[config.mk]
export PLATFORM = sky130hd
export DESIGN_NAME = roof_lock_motion_controller_top
export DESIGN_NICKNAME = d
export VERILOG_FILES = /design/src/hw/rtl/rlmc_pkg.sv /design/src/hw/rtl/rlmc_framer.sv /design/src/hw/rtl/rlmc_motion.sv /design/src/hw/rtl/roof_lock_motion_controller_top.sv
export VERILOG_INCLUDE_DIRS = /design/src /design/src/hw/rtl
export SDC_FILE = /design/constraint.sdc
export NUM_CORES = 1
export LEC_CHECK = 0
export ABC_CLOCK_PERIOD_IN_PS = 6500
export BUFFER_PORTS_ARGS = -buffer_cell sky130_fd_sc_hd__buf_2
export CORE_ASPECT_RATIO = 1.4
export CORE_MARGIN = 2
export CORE_UTILIZATION = 55
export DETAILED_ROUTE_END_ITERATION = 12
export PLACE_DENSITY_LB_ADDON = 0.08
export RECOVER_POWER = 50
export SETUP_SLACK_MARGIN = 0.4
export SYNTH_ARGS = -nofsm -noshare
export SYNTH_HDL_FRONTEND = slang
export SYNTH_HIERARCHICAL = 1
export SYNTH_SLANG_ARGS = --single-unit
[constraint.sdc]
create_clock -name i_clk -period 6.5 [get_ports i_clk]
set_clock_uncertainty 0.05 [all_clocks]
set_input_delay 0.975 -clock i_clk [delete_from_list [all_inputs] [get_ports i_clk]]
set_output_delay 0.975 -clock i_clk [all_outputs]
set_load 0.005 [all_outputs]
[src/hw/rtl/roof_lock_motion_controller_top_assert.svh]
// assertion macros for the roof and lock motion controller
`ifndef ROOF_LOCK_MOTION_CONTROLLER_TOP_ASSERT_SVH
`define ROOF_LOCK_MOTION_CONTROLLER_TOP_ASSERT_SVH

// same-cycle implication, idle during reset
`define RLMC_ASSERT_NOW(label, clk, rst_n, pre, post) \
    label: assert property (@(posedge clk) disable iff (!(rst_n)) (pre) |-> (post)) \
        else $error("rlmc check failed");

// next-cycle implication, idle during reset
`define RLMC_ASSERT_NEXT(label, clk, rst_n, pre, post) \
    label: assert property (@(posedge clk) disable iff (!(rst_n)) (pre) |=> (post)) \
        else $error("rlmc check failed");

`endif

[src/hw/rtl/rlmc_pkg.sv]
// shared types and constants for the roof and lock motion controller
package rlmc_pkg;

    typedef enum logic [2:0] {
        MODE_UNKNOWN  = 3'd0,
        MODE_RAISING  = 3'd1,
        MODE_LOWERING = 3'd2,
        MODE_RAISED   = 3'd3,
        MODE_LOWERED  = 3'd4
    } t_mode;

    typedef enum logic [1:0] {
        PH_IDLE = 2'd0,
        PH_SYNC = 2'd1,
        PH_CMD  = 2'd2
    } t_phase;

    localparam logic [7:0] SYNC_CODE    = 8'h50;
    localparam logic [7:0] OP_ROOF_UP   = 8'hAB;
    localparam logic [7:0] OP_ROOF_DOWN = 8'hCD;
    localparam logic [7:0] OP_ROOF_HALT = 8'hEF;
    localparam logic [7:0] OP_LOCK_ON   = 8'h12;
    localparam logic [7:0] OP_LOCK_OFF  = 8'h34;
    localparam logic [7:0] OP_LOCK_HALT = 8'h56;
    localparam logic [7:0] OP_ALIVE     = 8'hF1;

    localparam int unsigned TIMEOUT_W   = 6;
    localparam int unsigned ELAPSED_W   = 16;
    localparam int unsigned MS_PER_S    = 1000;
    localparam logic [TIMEOUT_W-1:0] TIMEOUT_RESET = 6'd10;
    // travel completes once elapsed reaches (timeout + 1) seconds
    localparam logic [ELAPSED_W-1:0] LIMIT_RESET =
        ELAPSED_W'((int'(TIMEOUT_RESET) + 1) * MS_PER_S);

    typedef struct packed {
        logic       tick_ms;
        logic       byte_valid;
        logic [7:0] rx_byte;
        logic       upper_switch_a;
        logic       upper_switch_b;
        logic       lower_switch_a;
        logic       lower_switch_b;
    } t_in_req;

    typedef struct packed {
        logic       roof_raise_drive;
        logic       roof_lower_drive;
        logic       lock_engage_drive;
        logic       lock_release_drive;
        logic [2:0] roof_motion;
        logic [2:0] lock_motion;
    } t_out_req;

    typedef struct packed {
        logic       valid;
        logic [7:0] code;
    } t_cmd;

endpackage

[src/hw/rtl/rlmc_framer.sv]
// serial framer: three sync bytes then one command byte
module rlmc_framer import rlmc_pkg::*; (
    input  logic       i_clk,
    input  logic       i_rst_n,
    input  logic       i_adv,
    input  logic       i_byte_valid,
    input  logic [7:0] i_rx_byte,
    output t_cmd       o_cmd
);

    t_phase     r_phase;
    t_phase     n_phase;
    logic [1:0] r_sync_seen;
    logic [1:0] n_sync_seen;

    always_ff @(posedge i_clk) begin
        if (!i_rst_n) begin
            r_phase     <= PH_IDLE;
            r_sync_seen <= 2'd0;
        end else if (i_adv) begin
            r_phase     <= n_phase;
            r_sync_seen <= n_sync_seen;
        end
    end

    always_comb begin
        n_phase     = r_phase;
        n_sync_seen = r_sync_seen;
        o_cmd.valid = 1'b0;
        o_cmd.code  = i_rx_byte;
        if (i_byte_valid) begin
            case (r_phase)
                PH_SYNC: begin
                    if (i_rx_byte != SYNC_CODE) begin
                        n_phase = PH_IDLE;
                    end else begin
                        n_sync_seen = r_sync_seen + 2'd1;
                        if (n_sync_seen == 2'd3) begin
                            n_phase = PH_CMD;
                        end
                    end
                end
                PH_CMD: begin
                    n_phase     = PH_IDLE;
                    o_cmd.valid = 1'b1;
                end
                default: begin
                    if (i_rx_byte == SYNC_CODE) begin
                        n_sync_seen = 2'd1;
                        n_phase     = PH_SYNC;
                    end
                end
            endcase
        end
    end

endmodule

[src/hw/rtl/rlmc_motion.sv]
// roof and lock motion state, limit rules, command handling
module rlmc_motion import rlmc_pkg::*; (
    input  logic                 i_clk,
    input  logic                 i_rst_n,
    input  logic                 i_adv,
    input  t_in_req              i_req,
    input  t_cmd                 i_cmd,
    input  logic [ELAPSED_W-1:0] i_lock_limit,
    output t_out_req             o_next
);

    t_mode                r_roof;
    t_mode                r_lock;
    logic [ELAPSED_W-1:0] r_elapsed;
    t_mode                n_roof;
    t_mode                n_lock;
    logic [ELAPSED_W-1:0] n_elapsed;

    always_ff @(posedge i_clk) begin
        if (!i_rst_n) begin
            r_roof    <= MODE_UNKNOWN;
            r_lock    <= MODE_UNKNOWN;
            r_elapsed <= '0;
        end else if (i_adv) begin
            r_roof    <= n_roof;
            r_lock    <= n_lock;
            r_elapsed <= n_elapsed;
        end
    end

    always_comb begin
        logic up;
        logic down;
        logic lock_ok;
        up   = i_req.upper_switch_a | i_req.upper_switch_b;
        down = i_req.lower_switch_a | i_req.lower_switch_b;

        // saturating travel counter
        n_elapsed = r_elapsed;
        if (i_req.tick_ms && (r_elapsed != '1)) begin
            n_elapsed = r_elapsed + ELAPSED_W'(1);
        end

        n_lock = r_lock;
        if (n_elapsed >= i_lock_limit) begin
            case (r_lock)
                MODE_RAISING:  n_lock = MODE_RAISED;
                MODE_LOWERING: n_lock = MODE_LOWERED;
                default:       n_lock = r_lock;
            endcase
        end

        // limit switch rules in order
        n_roof = r_roof;
        if ((n_roof != MODE_LOWERING) && up) begin
            n_roof = MODE_RAISED;
        end
        if ((n_roof != MODE_RAISING) && down) begin
            n_roof = MODE_LOWERED;
        end
        if ((n_roof == MODE_LOWERED) && !down) begin
            n_roof = MODE_UNKNOWN;
        end
        if ((n_roof == MODE_RAISED) && !up) begin
            n_roof = MODE_UNKNOWN;
        end

        lock_ok = (n_lock == MODE_LOWERED) || (n_lock == MODE_UNKNOWN);
        if (i_cmd.valid) begin
            case (i_cmd.code)
                OP_ROOF_UP: begin
                    if ((n_roof != MODE_RAISED) && lock_ok) begin
                        n_roof = MODE_RAISING;
                    end
                end
                OP_ROOF_DOWN: begin
                    if ((n_roof != MODE_LOWERED) && lock_ok) begin
                        n_roof = MODE_LOWERING;
                    end
                end
                OP_ROOF_HALT: n_roof = MODE_UNKNOWN;
                OP_LOCK_ON: begin
                    if (n_lock != MODE_RAISED) begin
                        n_lock    = MODE_RAISING;
                        n_elapsed = '0;
                    end
                end
                OP_LOCK_OFF: begin
                    if (n_lock != MODE_LOWERED) begin
                        n_lock    = MODE_LOWERING;
                        n_elapsed = '0;
                    end
                end
                OP_LOCK_HALT: n_lock = MODE_UNKNOWN;
                OP_ALIVE:     n_lock = n_lock;
                default:      n_roof = n_roof;
            endcase
        end

        o_next.roof_raise_drive   = (n_roof == MODE_RAISING);
        o_next.roof_lower_drive   = (n_roof == MODE_LOWERING);
        o_next.lock_engage_drive  = (n_lock == MODE_RAISING);
        o_next.lock_release_drive = (n_lock == MODE_LOWERING);
        o_next.roof_motion        = n_roof;
        o_next.lock_motion        = n_lock;
    end

endmodule

[src/hw/rtl/roof_lock_motion_controller_top.sv]
// top level of the roof and lock motion controller
// Each request is one control pass and yields one result request. A request
// is taken into an input register, evaluated against the roof, lock and
// framer state, and the result lands in an output register, so one request
// per cycle is sustained while i_out_ready does not stall the output. The
// lock timeout write also precomputes the travel limit in milliseconds, so
// a pass needs only a counter and one compare.
module roof_lock_motion_controller_top import rlmc_pkg::*; (
    input  logic                 i_clk,
    input  logic                 i_rst_n,
    input  logic                 i_in_valid,
    output logic                 o_in_ready,
    input  t_in_req              i_in_req,
    output logic                 o_out_valid,
    input  logic                 i_out_ready,
    output t_out_req             o_out_req,
    input  logic                 i_cfg_we,
    input  logic [TIMEOUT_W-1:0] i_cfg_wdata
);

`include "roof_lock_motion_controller_top_assert.svh"

    logic                 r_in_valid;
    t_in_req              r_in_req;
    logic                 r_out_valid;
    t_out_req             r_out_req;
    logic [ELAPSED_W-1:0] r_lock_limit;
    logic                 out_free;
    logic                 adv;
    t_cmd                 cmd;
    t_out_req             n_out_req;

    assign out_free    = !r_out_valid || i_out_ready;
    assign adv         = r_in_valid && out_free;
    assign o_in_ready  = !r_in_valid || out_free;
    assign o_out_valid = r_out_valid;
    assign o_out_req   = r_out_req;

    always_ff @(posedge i_clk) begin
        if (!i_rst_n) begin
            r_lock_limit <= LIMIT_RESET;
        end else if (i_cfg_we) begin
            r_lock_limit <= ELAPSED_W'((ELAPSED_W'(i_cfg_wdata) + ELAPSED_W'(1))
                                       * ELAPSED_W'(MS_PER_S));
        end
    end

    always_ff @(posedge i_clk) begin
        if (!i_rst_n) begin
            r_in_valid <= 1'b0;
        end else if (o_in_ready) begin
            r_in_valid <= i_in_valid;
        end
    end

    always_ff @(posedge i_clk) begin
        if (i_in_valid && o_in_ready) begin
            r_in_req <= i_in_req;
        end
    end

    always_ff @(posedge i_clk) begin
        if (!i_rst_n) begin
            r_out_valid <= 1'b0;
        end else if (out_free) begin
            r_out_valid <= adv;
        end
    end

    always_ff @(posedge i_clk) begin
        if (adv) begin
            r_out_req <= n_out_req;
        end
    end

    rlmc_framer u_framer (
        .i_clk        (i_clk),
        .i_rst_n      (i_rst_n),
        .i_adv        (adv),
        .i_byte_valid (r_in_req.byte_valid),
        .i_rx_byte    (r_in_req.rx_byte),
        .o_cmd        (cmd)
    );

    rlmc_motion u_motion (
        .i_clk        (i_clk),
        .i_rst_n      (i_rst_n),
        .i_adv        (adv),
        .i_req        (r_in_req),
        .i_cmd        (cmd),
        .i_lock_limit (r_lock_limit),
        .o_next       (n_out_req)
    );

    `RLMC_ASSERT_NEXT(a_in_hold, i_clk, i_rst_n, r_in_valid && !out_free,
        r_in_valid && $stable(r_in_req))
    `RLMC_ASSERT_NEXT(a_adv_gives_out, i_clk, i_rst_n, adv, r_out_valid)
    `RLMC_ASSERT_NOW(a_roof_drive_excl, i_clk, i_rst_n, r_out_valid,
        !(r_out_req.roof_raise_drive && r_out_req.roof_lower_drive))
    `RLMC_ASSERT_NOW(a_lock_drive_match, i_clk, i_rst_n, r_out_valid,
        r_out_req.lock_engage_drive == (r_out_req.lock_motion == MODE_RAISING))

endmodule
## After elaboration in Yosys (flattened, before gate mapping)

Cells that the tools add are included.

| operators by class | value |
|---|---|
| $add $sub $neg | 3 |
| bitwise operators | 3 |
| mux-type cells | 27 |
| multiply operators | 1 |
| magnitude comparators | 1 |
| equality and inequality tests | 29 |
| reduce and logical (&&, ||, !) cells | 21 |

Operators by type and width:

| cell | count |
|---|---|
| $mux 16 | 4 |
| $mux 3 | 11 |
| $pmux 16 s2 | 1 |
| $eq 8x8->1 const B | 3 |
| $pmux 3 s3 | 2 |
| $add 16x1->16 const B | 1 |
| $eq 8x7->1 const B | 2 |
| $ge 16x16->1 | 1 |
| $ne 16x16->1 const B | 1 |
| $mul 7x7->13 const B | 1 |
| $eq 3x2->1 const B | 4 |
| $eq 3x1->1 const B | 3 |
| $logic_and 1x1->1 | 9 |
| $ne 3x2->1 const B | 3 |
| $eq 8x5->1 const B | 1 |
| $eq 8x6->1 const B | 1 |
| $mux 2 | 4 |
| $ne 8x7->1 const B | 1 |
| $pmux 2 s2 | 2 |
| $add 6x1->7 const B | 1 |
| $eq 3x3->1 const B | 2 |
| $ne 3x1->1 const B | 2 |
| $ne 3x3->1 const B | 2 |
| $pmux 3 s2 | 1 |
| 14 further kinds | 22 |

| word-level totals | value |
|---|---|
| register bits | 65 |
| output and inout bits | 12 |
| word-level logic and storage cells | 106 |
| input bits | 25 |

## Longest topological paths before layout

| logic depth | value |
|---|---|
| word-level depth | 18 |
| mapped depth | 17 |
| gate-level depth less buffers | 17 |

## Cells and area by module

The synthesis kept the hierarchy.

Modules (own cells, without submodules):

| module | seq. area each (µm²) | cells an instance | times used | area each (µm²) |
|---|---|---|---|---|
| roof_lock_motion_controller_top | 1,021.0 | 230 | 1 | 2,605.0 |
| rlmc_motion | 440.4 | 277 | 1 | 2,128.3 |
| rlmc_framer | 80.1 | 40 | 1 | 340.3 |

## Worst setup path before layout

No wires, ideal clock.

| path | value |
|---|---|
| kind | input-to-reg |
| start | in i_cfg_wdata[0] |
| end | reg r_lock_limit[15] |
| arrival time | 4.743 ns |
| buffers on the path | 0 |
| setup time | 0.120 ns |
| stages on the path | 16 |
| slack | 1.587 ns |
| required time | 6.330 ns |
| cell sequence | ha_1 > and3_2 > xnor2_4 > xnor2_1 > inv_1 > ha_1 > fa_1 > inv_1 > fa_1 > inv_1 > ha_1 > ha_1 > and3_1 > a221oi_2 > a21oi_1 > o31a_1 |

| between the ends | value |
|---|---|
| cells in the longest elaborated chain, start to end | 2 |

Ends and longest elaborated chain:

| element | RTL line | source |
|---|---|---|
| start, declared | roof_lock_motion_controller_top.sv:18 | `input logic [TIMEOUT_W-1:0] i_cfg_wdata` |
| $add 6x1->7 | roof_lock_motion_controller_top.sv:43 | `r_lock_limit <= ELAPSED_W'((ELAPSED_W'(i_cfg_wdata) + ELAPSED_W'(1))` |
| $mul 7x7->13 | roof_lock_motion_controller_top.sv:44 | `* ELAPSED_W'(MS_PER_S));` |
| end signal, assigned | roof_lock_motion_controller_top.sv:43 |  |
| end, declared | roof_lock_motion_controller_top.sv:27 | `logic [ELAPSED_W-1:0] r_lock_limit;` |

No other way between the ends.
A chain may end at the register's enable or synchronous reset.

## Worst setup path in the final report

| path | value |
|---|---|
| start | reg u_motion.r_elapsed[11] |
| end | reg u_motion.r_elapsed[12] |

| between the ends | value |
|---|---|
| cells in the longest elaborated chain, start to end | 9 |
| elaborated cells between the ends (all ways) | 12 |
| classes of those cells | add/sub (1); order compare (1); eq/ne (3); mux (6); reduce/logical (1) |

Ends and longest elaborated chain:

| element | RTL line | source |
|---|---|---|
| start, declared | rlmc_motion.sv:14 | `logic [ELAPSED_W-1:0] r_elapsed;` |
| start signal, assigned | rlmc_motion.sv:27 | `r_elapsed <= n_elapsed;` |
| parallel branches: the longest is 2 deep, another holds $add 16x1->16 | n/a |  |
| $mux 16 (*) | rlmc_motion.sv:40 | `if (i_req.tick_ms && (r_elapsed != '1)) begin` |
| $ge 16x16->1 | rlmc_motion.sv:45 | `if (n_elapsed >= i_lock_limit) begin` |
| $mux 3 | rlmc_motion.sv:45 |  |
| $ne 3x3->1 / $ne 3x2->1 (equally long branches) | rlmc_motion.sv:89, rlmc_motion.sv:83 |  |
| $mux 16, on equally long branches | rlmc_motion.sv:89, rlmc_motion.sv:83 |  |
| $pmux 16 s2 | rlmc_motion.sv:70 | `case (i_cmd.code)` |
| $mux 16 (*) | rlmc_motion.sv:69 | `if (i_cmd.valid) begin` |

Mark *: on every way between the ends.

==> run_results.csv <==
group,metric,value,unit
place,gp_congestion,0.9202,
floorplan,num_io_pins,37,
worst_setup_path,critPathArrivalTime,5.25,ns
logic_synthesis,yosysWarnings,6,
clocking,htree_levels,3,
logic_synthesis,yosysTopAreaCellShare,16.18,%
global_routing,grt_usage,21.59,%
clocking,cts.clk_slew.worst_paths,0.06,ns
timing,timing.fmax,199.1,MHz
worst_setup_path,start_kind,"register",
route,wl_per_cell,14.70,um
logic_synthesis,synth.distinct_cells,87,
clocking,tritoncts,"done",
final_layout,antennaDiodeCount,0,
clocking,post_cts_buffers,0,
clocking,holdBufCountCts,0,
timing,min_period,5.023,ns
power_and_ir_drop,p_sw_share,34.62,%
power_and_ir_drop,peakVddDrop,0.2383,mV
route,first_iter_violations,171,
final_layout,nFillCells,790,
logic_synthesis,syn_avg_cell_area,9.275,um^2
worst_setup_path,cp_slowest_stage_delay,0.73,ns
route,drt_pass1_iterations,4,
timing,finalHoldViolations,0,
route,wl,10130,um
power_and_ir_drop,p_leak,2.548,nW
clocking,cts-root-buf,"clkbuf_16",
power_and_ir_drop,switchingPower,0.0005464,W
global_routing,met2_usage,39.50,%
power_and_ir_drop,power_density,284.2,nW/um^2
clocking,cts_resized,0,
worst_setup_path,crit_buf_inv,0,
worst_setup_path,r2r_start,"u_motion/r_elapsed[11]",
route,vias,4001,
route,drt_drc_violations_left,0,
final_layout,fin_util,61.85,%
route,final_antenna_net_count,0,
run_status,status,"finished clean",
flow_run,drv_cap,0,
power_and_ir_drop,power,0.001578,W
timing,slew_violations,0,
global_routing,grt_overflow,0,
logic_synthesis,synth_area,5074,um^2
timing,fin_tns_setup,0,ns
global_routing,antenna_found_initial,0,
worst_setup_path,cp_cell_sequence,"and2_1 > nand4_1 > o311ai_1 > nor2_1 > and4_1 > xor2_1 > ha_1 > nand4_1 > or3_1 > or4_4 > and3_4 > o21ai_2 > and4_1 > a221o_1",
clocking,clock_path_buffers,2,
floorplan,rows,41,
worst_setup_path,worst_path_max_delay_cell,"o21ai_2",
timing,report.final.setup_viol,0,
timing,rsz0062_at_grt,"false",
hold_path,worstHoldPathCells,2,
floorplan,coreArea,8977,um^2
worst_setup_path,r2r_end,"u_motion/r_elapsed[12]",
global_routing,grt_max_degree,36,
clocking,clock-sinks,65,
clocking,insertion_delay,0.34,ns
timing,tightestPinTransition,1.437,ns
hold_path,hold_end,"u_framer/r_sync_seen[1]",
power_and_ir_drop,seq_power_share,30.2,%
final_layout,nNetsFinal,667,
worst_setup_path,rr_worst_depth,14,
hold_path,worstHoldPathType,"reg2reg",
global_routing,grt_first_pass_wirelength,17570,um
worst_setup_path,r2r_slack,1.48,ns
logic_synthesis,synthTopCellsByArea,"dfxtp_1 (16%), edfxtp_1 (14%), ha_1 (13%)",
power_and_ir_drop,p_int,0.001032,W
global_routing,grtUsageMet3,4.137,%
logic_synthesis,syn_inst,547,
floorplan,start_util,56.52,%
logic_synthesis,synth-edff-count,24,
clocking,cts_made_buffers,9,
floorplan,dieArea,10020,um^2
power_and_ir_drop,power_frac_comb,39.7,%
hold_path,worstHoldStart,"u_framer/r_sync_seen[1]",
power_and_ir_drop,pwr-share-clk,30.1,%
worst_setup_path,critPathMaxFanout,21,
logic_synthesis,seq_area_frac_synth,30.38,%
worst_setup_path,critical_path_class,"reg2reg",
place,dp_hpwl,7744,um
timing,period_share,77.28,%
global_routing,grt_pass1_vias,4004,
route,viasPerCell,5.807,
worst_setup_path,cpLargestDelayFamily,"simple AND/OR/NAND/NOR gates",
final_layout,drive_gt1_share,13.75,%
floorplan,die_w,85.18,um
global_routing,busiest_layer,"met2",
global_routing,use_met1,24.14,%
timing,relSlewSlack,4.190,%
worst_setup_path,cp-end-kind,"register",
logic_synthesis,async_flop_share,0,%
final_layout,syn_to_final_growth,9.445,%
worst_setup_path,crit_required,6.73,ns
floorplan,die-height,117.6,um
logic_synthesis,synth_top_cell_by_area,"dfxtp_1",
logic_synthesis,synthFlopType,"dfxtp_1",
worst_setup_path,cp-startpoint,"u_motion/r_elapsed[11]",
place,port_buffers,36,
logic_synthesis,synth_seq_cells,65,
cell families after synthesis:
family	Yosys count	synth area share, %
and+or+nand+nor	173	18.64
DFF	65	30.38
other	1	0.07391
muxes	6	1.184
adders and majority gates	65	17.95
xor gates and xnor gates	33	6.363
AOI/OAI and AO/OA	116	17.66
buffers and inverters	88	7.744
cell type report:
| class | count | area (um^2) | share of cell area [%] |
|---|---|---|---|
| Tap cell | 107 | 133.9 | 2.411 |
| Multi-Input combinational cell | 396 | 3149 | 56.71 |
| Clock inverter | 7 | 68.82 | 1.239 |
| Inverter | 68 | 255.2 | 4.597 |
| Clock buffer | 9 | 225.2 | 4.056 |
| Timing Repair Buffer | 37 | 178.9 | 3.222 |
| Sequential cell | 65 | 1541 | 27.76 |
tightest hold or removal path, stage by stage (launching register included):
cell and delay [ns]:
dfxtp_1 0.31, nand2_1 0.07, a21oi_2 0.04
power groups by stage:
| stage | registers [W] | logic (W) | clock network, W |
|---|---|---|---|
| final | 0.000476 | 0.000626 | 0.000476 |
| after global routing | 0.000482 | 0.000724 | 0.000503 |
| after CTS | 0.000476 | 0.000633 | 0.000485 |
| after detailed placement | 0.000484 | 0.000628 | 0 |
| after global placement | 0.000484 | 0.000618 | 0 |
| after floorplan | 0.000477 | 0.000514 | 0 |
through the flow:
step	setup WS [ns]	instances	instance area, um^2	hold WS [ns]
finish	1.477	689	5553	0.4217
global route	1.116	689	5553	0.4546
CTS	1.511	689	5562	0.4235
detailed placement	1.165	673	5268	0.4096
global placement	1.288	673	5268	0.4021
floorplan	1.587	549	5081	0.3916
flip-flops by register name, summed over array words and instances (netlist names):
register	cells
u_framer/r_sync_seen	2
u_motion/r_roof	3
r_lock_limit	13
r_in_valid	1
u_motion/r_elapsed	16
u_motion/r_lock	3
u_framer/r_phase	2
o_out_req	10
r_in_req	14
o_out_valid	1
cell usage in the layout (no fill, tap or decap), types with 4 or more instances in the layout:
master,instances
nand3_1,17
clkbuf_16,9
clkbuf_1,5
xnor2_1,16
a21boi_0,4
edfxtp_1,24
nor2b_1,10
and3_1,13
nor2_1,28
a32o_1,8
nand2_1,46
o21ai_0,17
nand4_1,12
fa_1,13
and2_1,5
xor2_1,14
a21oi_1,15
a21o_1,6
nor3_1,9
dfxtp_1,41
a31oi_1,7
or4_4,4
mux2i_1,6
ha_1,52
nand3b_1,4
buf_2,32
o21a_1,9
inv_1,64
how the worst max path moves through the flow:
stage,endpoint,slack (ns),depth (start not counted)
final,u_motion/r_elapsed[12],1.48,14
after global routing,u_motion/r_elapsed[12],1.12,14
after CTS,u_motion/r_elapsed[12],1.51,14
after detailed placement,r_lock_limit[15],1.16,17
after global placement,r_lock_limit[15],1.29,16
after floorplan,r_lock_limit[15],1.59,16
routing by layer:
metal	vias up	wire, um
li1	2004	-
met1	1911	4281
met2	68	5313
met3	18	319
met4	0	212
met5	-	0
synth_stat cells, types with 3 or more instances:
library cell,count
a21oi_1,15
inv_1,64
o21a_1,9
xor2_1,14
and3_1,13
mux2i_1,6
edfxtp_1,24
nand2_1,46
a32o_1,8
nand3b_1,4
nand4_1,12
a21o_1,6
nand3_1,17
buf_4,9
a21boi_0,4
ha_1,52
o21ai_2,3
a31oi_1,7
fa_1,13
nor3_1,9
dfxtp_1,41
clkbuf_1,7
and2_1,6
nor2_1,28
nor2b_1,11
o21ai_0,17
xnor2_1,16
or4_4,4
a211oi_1,3
o211a_1,3
Note: power is estimated with default switching activity, not from simulation.
